File: src/i2crw_pkg.sv
// ----------------------------------------------------------------------------
// i2crw_pkg
// Shared types and constants of the I2C register write master.
// ----------------------------------------------------------------------------
package i2crw_pkg;

	localparam int unsigned ADDR_W    = 8;
	localparam int unsigned TMO_W     = 10;
	localparam int unsigned DLY_W     = 8;
	localparam int unsigned CFG_IDX_W = 2;
	localparam int unsigned CFG_W     = 10;

	localparam logic [ADDR_W-1:0] ADDR_RST = 8'd120;
	localparam logic [TMO_W-1:0]  TMO_RST  = 10'd100;
	localparam logic [DLY_W-1:0]  DLY_RST  = 8'd1;

	// configuration register indexes
	localparam logic [CFG_IDX_W-1:0] CFG_DEV_ADDR    = 2'd0;
	localparam logic [CFG_IDX_W-1:0] CFG_ACK_TIMEOUT = 2'd1;
	localparam logic [CFG_IDX_W-1:0] CFG_TICKS_DELAY = 2'd2;

	typedef enum logic [3:0] {
		PH_IDLE      = 4'd0,
		PH_START_A   = 4'd1,
		PH_START_B   = 4'd2,
		PH_BIT_SETUP = 4'd3,
		PH_BIT_HIGH  = 4'd4,
		PH_BIT_LOW   = 4'd5,
		PH_ACK_SET   = 4'd6,
		PH_ACK_POLL  = 4'd7,
		PH_STOP_A    = 4'd8,
		PH_STOP_B    = 4'd9,
		PH_STOP_C    = 4'd10
	} phase_t;

	typedef struct packed {
		logic [ADDR_W-1:0] device_address;
		logic [TMO_W-1:0]  ack_timeout;
		logic [DLY_W-1:0]  ticks_per_delay;
	} cfg_t;

	typedef struct packed {
		logic ack_error;
		logic done;
		logic busy;
		logic sda;
		logic scl;
	} res_t;

endpackage

File: src/i2crw_seq.sv
// ----------------------------------------------------------------------------
// i2crw_seq
// Bus sequencer: advances one tick per request and forms the line levels.
// ----------------------------------------------------------------------------
module i2crw_seq import i2crw_pkg::*; (
	input  logic       clk,
	input  logic       arst_n,
	input  logic       step,
	input  cfg_t       cfg,
	input  logic       cmd,
	input  logic [7:0] control_byte,
	input  logic [7:0] payload_byte,
	input  logic       sda_sample,
	output res_t       res
);

	phase_t            phase_q, phase_n;
	logic [2:0]        bit_count_q, bit_count_n;
	logic [1:0]        byte_index_q, byte_index_n;
	logic [7:0]        shift_byte_q, shift_byte_n;
	logic [7:0]        held_control_q, held_control_n;
	logic [7:0]        held_payload_q, held_payload_n;
	logic [DLY_W-1:0]  delay_q, delay_n;
	logic [TMO_W-1:0]  poll_q, poll_n;
	logic              err_q, err_n;

	logic [DLY_W-1:0]  unit_len;
	logic              unit_over;
	logic [DLY_W-1:0]  delay_adv;
	logic [TMO_W:0]    poll_inc;
	logic [1:0]        byte_index_inc;
	logic              done_n, errout_n;

	always_ff @(posedge clk or negedge arst_n) begin
		if (!arst_n) begin
			phase_q        <= PH_IDLE;
			bit_count_q    <= '0;
			byte_index_q   <= '0;
			shift_byte_q   <= '0;
			held_control_q <= '0;
			held_payload_q <= '0;
			delay_q        <= '0;
			poll_q         <= '0;
			err_q          <= 1'b0;
		end else if (step) begin
			phase_q        <= phase_n;
			bit_count_q    <= bit_count_n;
			byte_index_q   <= byte_index_n;
			shift_byte_q   <= shift_byte_n;
			held_control_q <= held_control_n;
			held_payload_q <= held_payload_n;
			delay_q        <= delay_n;
			poll_q         <= poll_n;
			err_q          <= err_n;
		end
	end

	// zero delay setting counts as one tick
	assign unit_len       = (cfg.ticks_per_delay == '0) ? DLY_W'(1) : cfg.ticks_per_delay;
	assign unit_over      = ({1'b0, delay_q} + (DLY_W+1)'(1)) >= {1'b0, unit_len};
	assign delay_adv      = unit_over ? '0 : delay_q + DLY_W'(1);
	assign poll_inc       = {1'b0, poll_q} + (TMO_W+1)'(1);
	assign byte_index_inc = byte_index_q + 2'd1;

	always_comb begin
		phase_n        = phase_q;
		bit_count_n    = bit_count_q;
		byte_index_n   = byte_index_q;
		shift_byte_n   = shift_byte_q;
		held_control_n = held_control_q;
		held_payload_n = held_payload_q;
		delay_n        = delay_adv;
		poll_n         = poll_q;
		err_n          = err_q;
		done_n         = 1'b0;
		errout_n       = 1'b0;
		case (phase_q)
			PH_START_A: begin
				if (unit_over) phase_n = PH_START_B;
			end
			PH_START_B: begin
				if (unit_over) phase_n = PH_BIT_SETUP;
			end
			PH_BIT_SETUP: begin
				if (unit_over) phase_n = PH_BIT_HIGH;
			end
			PH_BIT_HIGH: begin
				if (unit_over) phase_n = PH_BIT_LOW;
			end
			PH_BIT_LOW: begin
				if (unit_over) begin
					shift_byte_n = {shift_byte_q[6:0], 1'b0};
					if (bit_count_q == 3'd7) begin
						bit_count_n = '0;
						phase_n     = PH_ACK_SET;
					end else begin
						bit_count_n = bit_count_q + 3'd1;
						phase_n     = PH_BIT_SETUP;
					end
				end
			end
			PH_ACK_SET: begin
				if (unit_over) begin
					poll_n  = '0;
					phase_n = PH_ACK_POLL;
				end
			end
			PH_ACK_POLL: begin
				delay_n = delay_q;
				if (!sda_sample) begin
					poll_n  = '0;
					delay_n = '0;
					if (byte_index_q >= 2'd2) begin
						phase_n = PH_STOP_A;
					end else begin
						byte_index_n = byte_index_inc;
						shift_byte_n = (byte_index_inc == 2'd1) ? held_control_q
						                                        : held_payload_q;
						bit_count_n  = '0;
						phase_n      = PH_BIT_SETUP;
					end
				end else if (poll_inc > {1'b0, cfg.ack_timeout}) begin
					// no acknowledge in time: single stop, flag the error
					poll_n  = '0;
					delay_n = '0;
					err_n   = 1'b1;
					phase_n = PH_STOP_A;
				end else begin
					poll_n = poll_inc[TMO_W-1:0];
				end
			end
			PH_STOP_A: begin
				if (unit_over) phase_n = PH_STOP_B;
			end
			PH_STOP_B: begin
				if (unit_over) phase_n = PH_STOP_C;
			end
			PH_STOP_C: begin
				if (unit_over) begin
					done_n       = 1'b1;
					errout_n     = err_q;
					err_n        = 1'b0;
					byte_index_n = '0;
					phase_n      = PH_IDLE;
				end
			end
			default: begin
				// idle, and any unused code
				phase_n = PH_IDLE;
				delay_n = '0;
				if (cmd) begin
					held_control_n = control_byte;
					held_payload_n = payload_byte;
					shift_byte_n   = cfg.device_address;
					bit_count_n    = '0;
					byte_index_n   = '0;
					poll_n         = '0;
					err_n          = 1'b0;
					phase_n        = PH_START_A;
				end
			end
		endcase
	end

	// line levels after this tick
	always_comb begin
		res.scl       = 1'b1;
		res.sda       = 1'b1;
		res.busy      = (phase_n != PH_IDLE);
		res.done      = done_n;
		res.ack_error = errout_n;
		case (phase_n)
			PH_START_B: begin
				res.scl = 1'b1;
				res.sda = 1'b0;
			end
			PH_BIT_SETUP, PH_BIT_LOW: begin
				res.scl = 1'b0;
				res.sda = shift_byte_n[7];
			end
			PH_BIT_HIGH: begin
				res.scl = 1'b1;
				res.sda = shift_byte_n[7];
			end
			PH_STOP_A: begin
				res.scl = 1'b0;
				res.sda = 1'b0;
			end
			PH_STOP_B: begin
				res.scl = 1'b1;
				res.sda = 1'b0;
			end
			default: begin
				res.scl = 1'b1;
				res.sda = 1'b1;
			end
		endcase
	end

	a_err_with_done: assert property (@(posedge clk) disable iff (!arst_n)
		res.ack_error |-> res.done && !res.busy)
		else $error("ack_error without done");

	a_start: assert property (@(posedge clk) disable iff (!arst_n)
		step && phase_q == PH_IDLE && cmd |=> phase_q == PH_START_A)
		else $error("start request not taken in idle");

	a_idle_clean: assert property (@(posedge clk) disable iff (!arst_n)
		phase_q == PH_IDLE |-> bit_count_q == '0 && byte_index_q == '0 && !err_q)
		else $error("stale counters in idle");

	a_poll_bound: assert property (@(posedge clk) disable iff (!arst_n)
		phase_q != PH_ACK_POLL |-> poll_q == '0)
		else $error("poll count left over outside acknowledge poll");

endmodule

File: src/i2c_register_write_master.sv
// ----------------------------------------------------------------------------
// i2c_register_write_master
// I2C master sending start, device address, control byte, data byte, stop.
// ----------------------------------------------------------------------------
// Usage:
// Each request on the slave stream is one bus tick. s_tuser is the command
// (1 = start a write if idle); s_tdata carries the control and data bytes,
// latched at start, and the sampled SDA level used while polling for an
// acknowledge. Every request yields exactly one result on the master stream
// with the SCL/SDA levels, busy, a one-tick done pulse and ack_error.
// The result of a request is in the output register on the cycle after it is
// accepted. Throughput is one request per cycle unless the receiver stalls; the
// sequencer next-state logic is the only path from input to output register.
// When the receiver stalls, the output register holds its result and
// s_tready drops until it is taken; the sequencer does not advance meanwhile.
// Reset clears the sequencer to idle and loads the register defaults:
// device address 120, acknowledge timeout 100, one tick per delay unit.
// A missing acknowledge on any byte ends the transfer with one stop and
// ack_error set on the done result.
// ----------------------------------------------------------------------------
module i2c_register_write_master import i2crw_pkg::*; (
	input  logic                 clk,
	input  logic                 arst_n,
	input  logic                 s_tvalid,
	output logic                 s_tready,
	input  logic [23:0]          s_tdata,   // control_byte[7:0], payload_byte[15:8],
	                                        // sda_sample[16], zero [23:17]
	input  logic                 s_tuser,   // cmd[0]
	output logic                 m_tvalid,
	input  logic                 m_tready,
	output logic [7:0]           m_tdata,   // scl_drive[0], sda_drive[1], busy_res[2],
	                                        // done_res[3], ack_error[4], zero [7:5]
	input  logic                 cfg_we,
	input  logic [CFG_IDX_W-1:0] cfg_index,
	input  logic [CFG_W-1:0]     cfg_data
);

	cfg_t cfg_q;
	res_t res;
	res_t out_q;
	logic out_valid_q;
	logic step;

	// configuration registers; writes to an unused index are dropped
	always_ff @(posedge clk or negedge arst_n) begin
		if (!arst_n) begin
			cfg_q.device_address  <= ADDR_RST;
			cfg_q.ack_timeout     <= TMO_RST;
			cfg_q.ticks_per_delay <= DLY_RST;
		end else if (cfg_we) begin
			case (cfg_index)
				CFG_DEV_ADDR:    cfg_q.device_address  <= cfg_data[ADDR_W-1:0];
				CFG_ACK_TIMEOUT: cfg_q.ack_timeout     <= cfg_data[TMO_W-1:0];
				CFG_TICKS_DELAY: cfg_q.ticks_per_delay <= cfg_data[DLY_W-1:0];
				default: begin
				end
			endcase
		end
	end

	// take a new tick whenever the output slot is free or being emptied
	assign s_tready = !out_valid_q || m_tready;
	assign step     = s_tvalid && s_tready;

	i2crw_seq u_seq (
		.clk          (clk),
		.arst_n       (arst_n),
		.step         (step),
		.cfg          (cfg_q),
		.cmd          (s_tuser),
		.control_byte (s_tdata[7:0]),
		.payload_byte (s_tdata[15:8]),
		.sda_sample   (s_tdata[16]),
		.res          (res)
	);

	always_ff @(posedge clk or negedge arst_n) begin
		if (!arst_n) begin
			out_valid_q <= 1'b0;
		end else if (step) begin
			out_valid_q <= 1'b1;
		end else if (m_tready) begin
			out_valid_q <= 1'b0;
		end
	end

	// result payload, no reset needed
	always_ff @(posedge clk) begin
		if (step) begin
			out_q <= res;
		end
	end

	assign m_tvalid = out_valid_q;
	assign m_tdata  = {3'b000, out_q.ack_error, out_q.done, out_q.busy, out_q.sda, out_q.scl};

endmodule
File: config.mk
export PLATFORM = sky130hd
export DESIGN_NAME = i2c_register_write_master
export DESIGN_NICKNAME = d
export VERILOG_FILES = /design/src/i2crw_pkg.sv /design/src/i2crw_seq.sv /design/src/i2c_register_write_master.sv
export SDC_FILE = /design/constraint.sdc
export NUM_CORES = 1
export LEC_CHECK = 0
export ABC_AREA = 1
export BUFFER_PORTS_ARGS = -buffer_cell sky130_fd_sc_hd__buf_2
export CORE_MARGIN = 4
export CORE_UTILIZATION = 55
export CTS_CLUSTER_DIAMETER = 30
export DETAILED_ROUTE_END_ITERATION = 7
export PLACE_DENSITY = 0.75
export REMOVE_ABC_BUFFERS = 1
export SYNTH_ARGS = -nofsm -noshare
export SYNTH_HDL_FRONTEND = slang
export SYNTH_SLANG_ARGS = --single-unit
File: constraint.sdc
create_clock -name clk -period 3.6 [get_ports clk]
set_clock_uncertainty 0.2 [all_clocks]
set_input_delay 0.54 -clock clk [delete_from_list [all_inputs] [get_ports clk]]
set_output_delay 0.54 -clock clk [all_outputs]
set_load 0.01 [all_outputs]
* Word-level counts from Yosys, hierarchy flattened *
Index checks and enable logic that the tools add are counted.

word-level totals
  register bits after elaboration = 84
  input bits = 42
  output and inout port bits = 10
  logic and storage cells = 137

cells by class
  $add $sub $neg = 5
  magnitude comparators = 3
  equality and inequality tests = 28
  multiplexer cells = 51
  bitwise operators = 4
  reduce and logical (&&, ||, !) cells = 27

operator list
  cell                   number
  $mux 8                 9
  $mux 4                 12
  $mux 10                4
  $pmux 4 s10            1
  $pmux 10 s3            1
  $eq 4x3->1 const B     6
  $pmux 8 s3             1
  $reduce_or 8->1        3
  $eq 4x4->1 const B     5
  $mux 3                 6
  $reduce_and 6->1       3
  $eq 4x2->1 const B     4
  $pmux 8 s2             1
  $add 10x1->11 const B  1
  $gt 11x10->1           1
  $reduce_and 2->1       5
  $reduce_or 10->1       1
  $add 8x1->9 const B    1
  $ge 9x8->1             1
  $pmux 3 s3             1
  $reduce_bool 3->1      3
  $reduce_or 9->1        1
  $add 8x1->8 const B    1
  $logic_not 8->1        1
  25 further kinds       45

* Logic depth before layout (Yosys ltp) *
  word-level depth = 8
  mapped depth = 25
  gate-level depth less buffers = 25

* Hierarchy *
From an unflattened synthesis, not the netlist that was laid out.

unflattened totals
  cells, all modules = 621
  area, all modules = 5180.0 um^2

modules (own cells, without submodules)
  module                     times used  cells an instance  area an instance (um^2)  sequential area each (um^2)
  i2crw_seq                  1           490                3793.6                   1301.2
  i2c_register_write_master  1           131                1386.3                   835.8

* Worst setup path after synthesis *
Ideal clock, no wire load.

  kind = reg-to-reg
  start point = reg u_seq.delay_q[0]
  end point = reg out_q, in the netlist m_tdata[1] (data pin)
  library setup time = 0.252 ns
  arrival time = 2.542 ns
  required time = 3.148 ns
  slack = 0.606 ns
  stages on the path, launching flop included = 20
  buffers on the path = 1
  period minus slack after synthesis = 2.994 ns
  cell sequence = dfrtp_1 > ha_1 > nand2_2 > nor3_1 > xor2_1 > ha_1 > a21o_1 > nand3_2 > nand2_2 > nor2_4 > nand3_4 > buf_6 > nand2_4 > nand3_2 > nor2_4 > nand2_2 > o21ai_2 > nor2_1 > nand2_1 > nand2_1

RTL lines
  element                 RTL line                         text
  from (decl)             i2crw_seq.sv:23                  logic [DLY_W-1:0] delay_q, delay_n;
  from (signal assigned)  i2crw_seq.sv:52                  delay_q <= delay_n;
  to (signal assigned)    i2c_register_write_master.sv:90  out_q <= res;
  to (decl)               i2c_register_write_master.sv:40  res_t out_q;

==> flow_results.org <==
** Global routing
- Entering global routing, the biggest net connects 80 pins.
- Across every metal layer, demand over resource in global routing totals 20.84%.
- Initial antenna violation count :: 0
- Number of global-route vias before repair :: 3825
- Summed over all layers, the global routing overflow is 0.
- First-pass GRT wire length :: 17420 um

** Floorplan
- Once the floorplan was initialized, standard cells occupied 56.49% of the core.
- The die covers 10490 um2.
- Core region area :: 8678 um2
- FP Rows :: 34
- Die Span X :: 102.4 um
- DIE HEIGHT :: 102.4 um
- Top-level port count :: 52

** Clocking
- The tree built by TritonCTS fans out to 84 sinks.
- Number of clock buffers inserted by TritonCTS :: 9
- The clock passes through at most 2 buffers.
- Number of hold buffers added after cts :: 0
- Depth of the CTS H-tree :: 3
- The clock reaches the later pin of the worst-skew pair after 360 ps.
- Cell chosen for the clock root :: sky130_fd_sc_hd__clkbuf_8
- Clock-pin slew was measured on the worst setup and hold paths at 100 ps.
- Clock tree from TritonCTS :: done

** Yosys
- For this run, the number of Yosys warnings is 0.
- The cell area that synthesis handed to floorplanning was 4902 um2.
- Cells after synthesis :: 602
- Dividing the synthesized area by the synthesized cell count gives 8.143 um2.
- Post-synthesis register bit count :: 84
- Share of synthesized area occupied by flip-flops and latches :: 43.59%
- Number of unique standard cell types used by synthesis :: 44

** Detailed routing
- DR vias/cell :: 5.348
- The first TritonRoute pass finished after 5 iterations.
- Initial detailed-routing violation count :: 238
- DRC violations left :: 0
- Drt total wl :: 10510 um
- Total via count in the routed design :: 4070
- Routed wire length per instance :: 13.81 um
- The detail route stage leaves a number of antenna-violating nets equal to 0.

** Timing
- The final count of pins violating max slew is 0.
- Setup-failing EPs final :: 0
- At the pin with the least slew margin, the transition time is 984.5 ps.
- Worst hold slack across all endpoints :: 107.4 ps
- Fmax :: 298.2 MHz
- Headroom to the max-slew limit :: 34.37%
- Final count of hold timing violations :: 0
- Final clock period utilization by the worst path :: 93.14%
- Counting I/O delays and the setup requirement, the final critical path takes 3353 ps.

** Power and ir drop
- Summed over all nets, the switching power comes to 1.444 mW.
- Across the VDD grid, the largest voltage drop is 467.8 uV.
- Total power for the finished layout comes to 3.566 mW.
- Of the total power, registers draw 38.7%.
- The share of total power dissipated in the clock network is 20.6%.
- Per report_power, the combinational group accounts for 40.7% of the total.
- Leak :: 2.840 nW
- In this run switching power makes up 40.49% of total power.
- P per Cell Area :: 649.4 nW/um2
- Internal Power :: 2.122 mW

** Layout
- Final Instance Area :: 5492 um2
- Measured on the finished design, the core utilization comes to 63.28%.
- Proportion of layout cells with a drive suffix above 1 :: 18.99%
- Commonest non-fill, non-tap cells in the layout :: sky130_fd_sc_hd__nand2_1 (124), sky130_fd_sc_hd__inv_1 (88), sky130_fd_sc_hd__dfrtp_1 (70)
- Total number of nets in the final design :: 714
- Final antenna diode count :: 0
- Layout overhead on the synthesized area :: 12.02%
- The library cell used most frequently in the layout, excluding fill and tap cells, is sky130_fd_sc_hd__nand2_1.

** Worst setup path
- In this run the worst path has a maximum fanout of 9.
- By startpoint and endpoint, the worst setup path is classified as register to register.
- The signal on the critical path passes through ha_1, nand2_2, nor3_1, xor2_1, ha_1, a21o_1, nand3_2, nand2_2, nor2_4, nand3_4, inv_2, nand2_1, nand2_1, nand3_2, buf_4, nand3_1, o21ai_2, nor2_1, nand2_1, nand2_1.
- The cell that appears most often on the critical path is sky130_fd_sc_hd__nand2_1.
- The largest individual stage delay along the critical path comes from the cell sky130_fd_sc_hd__dfrtp_2.
- STA classifies the critical path endpoint as a register.
- The worst setup path is launched from a register.
- The worst register-to-register path has a setup slack of 250 ps.
- Data arrival at the endpoint of the critical path :: 3390 ps
- At the worst endpoint, the required time is 3630 ps.
- The number of cells on the worst reg-to-reg path is 20.
- The endpoint identified for the worst register-to-register timing path is m_tdata[1]$_DFFE_PP_.
- In this run the critical register-to-register path is launched from u_seq.delay_q[0]$_DFFE_PN0P_.
- For this run, the slowest stage of the critical path takes 420 ps.

** Placement
- Port buffering added 41 buffers.
- Weighted congestion reported at the end of routability-driven placement :: 0.8679
- Detailed placement ended at an HPWL of 7730 um.
- After detailed placement, the total cell area comes to 5182 um2.

** Run status
- Run status :: finished clean

** Min path
- Type of the worst min-delay path :: input pin to asynchronous set/reset pin

** Run
- The tool flagged a number of max-cap violations equal to 0.
==> power by group through the flow <==
stage	combinational, mW	clock (mW)	sequential (mW)
global placement	1.31	0	1.38
global route	1.64	0.792	1.40
finish	1.45	0.736	1.38
CTS	1.36	0.746	1.38
floorplan	1.03	0	1.35
detailed placement	1.36	0	1.40
==> cell families (layout without fill, tap and decap cells) <==
logic type | after synthesis | count (layout) | synth area share, %
flip-flops | 84 | 84 | 43.59
buffers and inverters | 110 | 159 | 9.138
multiplexers | 12 | 12 | 3.318
AO/OA/AOI/OAI | 106 | 106 | 12.23
other | 1 | 3 | 0.07650
XOR/XNOR | 12 | 12 | 2.144
AND/OR/NAND/NOR | 253 | 253 | 23.38
adder cells (fa/ha/maj) | 24 | 24 | 6.126
==> per-layer routing <==
layer / vias to the layer above / wire length [um] / GRT usage (%)
li1: 2046 / - / -
met1: 1895 / 4922 / 29.26
met2: 115 / 4904 / 33.13
met3: 14 / 526 / 3.891
met4: 0 / 158 / 5.954
met5: - / 0 / 0
==> what timing repair did <==
| action | CTS | global route |
|---|---|---|
| endpoints found under the hold margin | 0 | 0 |
| buffers inserted | 0 | 6 |
| endpoints found under the setup margin | 0 | 11 |
| gates resized for setup | 0 | 13 |
==> synth_stat cells, drive strengths merged <==
master / instances / area share, %
o211ai: 1 / 0.15
nor3: 7 / 0.71
a21oi: 17 / 1.7
a41o: 1 / 0.20
mux2i: 2 / 0.41
o22ai: 2 / 0.26
or2: 1 / 0.13
a32oi: 6 / 1.1
o21ai: 66 / 6.8
clkbuf: 7 / 0.54
dfrtp: 71 / 36
o21bai: 1 / 0.15
nor4: 3 / 0.38
inv: 93 / 7.1
nand3b: 2 / 0.31
nand2: 133 / 11
nand3: 46 / 5.5
a211oi: 1 / 0.15
a21o: 2 / 0.31
nor2: 57 / 5.1
conb: 1 / 0.076
xor2: 11 / 2.0
a31oi: 1 / 0.13
o221ai: 1 / 0.18
xnor2: 1 / 0.18
buf: 10 / 1.5
o21a: 7 / 1.1
edfxtp: 5 / 3.1
nand4: 4 / 0.51
mux2: 10 / 2.9
dfstp: 8 / 4.3
ha: 24 / 6.1
==> flip-flops by register name (all words and copies together) (netlist names), 2 cells and up <==
signal / flops
u_seq.byte_index_q: 2
u_seq.shift_byte_q: 8
u_seq.phase_q: 4
u_seq.poll_q: 10
u_seq.bit_count_q: 3
u_seq.held_payload_q: 8
m_tdata: 5
u_seq.delay_q: 8
cfg_q: 26
u_seq.held_control_q: 8
==> final cells by class <==
| class | instances | area (um2) |
|---|---|---|
| well taps | 108 | 135.1 |
| inverters | 93 | 349.1 |
| repair buffers | 50 | 275.3 |
| flip-flops and latches | 84 | 2138 |
| multi-input cells | 410 | 2384 |
| clock buffers | 9 | 123.9 |
| fillers | 779 | 3187 |
| clock inverters | 7 | 86.33 |
==> through the flow <==
| step | setup TNS, ps | worst slack [ps] | cells |
|---|---|---|---|
| CTS | 0 | 156.8 | 755 |
| finish | 0 | 246.9 | 761 |
| floorplan | -2945 | -366.5 | 587 |
| global placement | 0 | 249.9 | 739 |
| detailed placement | 0 | 166.7 | 739 |
| global route | -22.78 | -22.78 | 761 |
==> critical path: cells and delay by family (launching register included) <==
kind / cells / cell delay [ps]
xor gates and xnor gates: 1 / 240
and+or+nand+nor: 13 / 1310
buffers and inverters: 2 / 330
adders and majority gates: 2 / 490
DFF: 1 / 420
AOI/OAI and AO/OA: 2 / 250
==> worst max path at each step <==
stage	from	to	slack [ps]	depth (start not counted)
final	u_seq.delay_q[0]$_DFFE_PN0P_	m_tdata[1]$_DFFE_PP_	250	20
after global routing	u_seq.poll_q[0]$_DFFE_PN0P_	m_tdata[1]$_DFFE_PP_	-20	23
after CTS	u_seq.delay_q[0]$_DFFE_PN0P_	m_tdata[1]$_DFFE_PP_	160	18
after detailed placement	u_seq.delay_q[0]$_DFFE_PN0P_	m_tdata[1]$_DFFE_PP_	170	18
after global placement	u_seq.delay_q[0]$_DFFE_PN0P_	m_tdata[1]$_DFFE_PP_	250	18
after floorplan	u_seq.delay_q[0]$_DFFE_PN0P_	u_seq.shift_byte_q[0]$_DFFE_PN0P_	-370	13
Note: power is estimated with default switching activity, not from simulation.
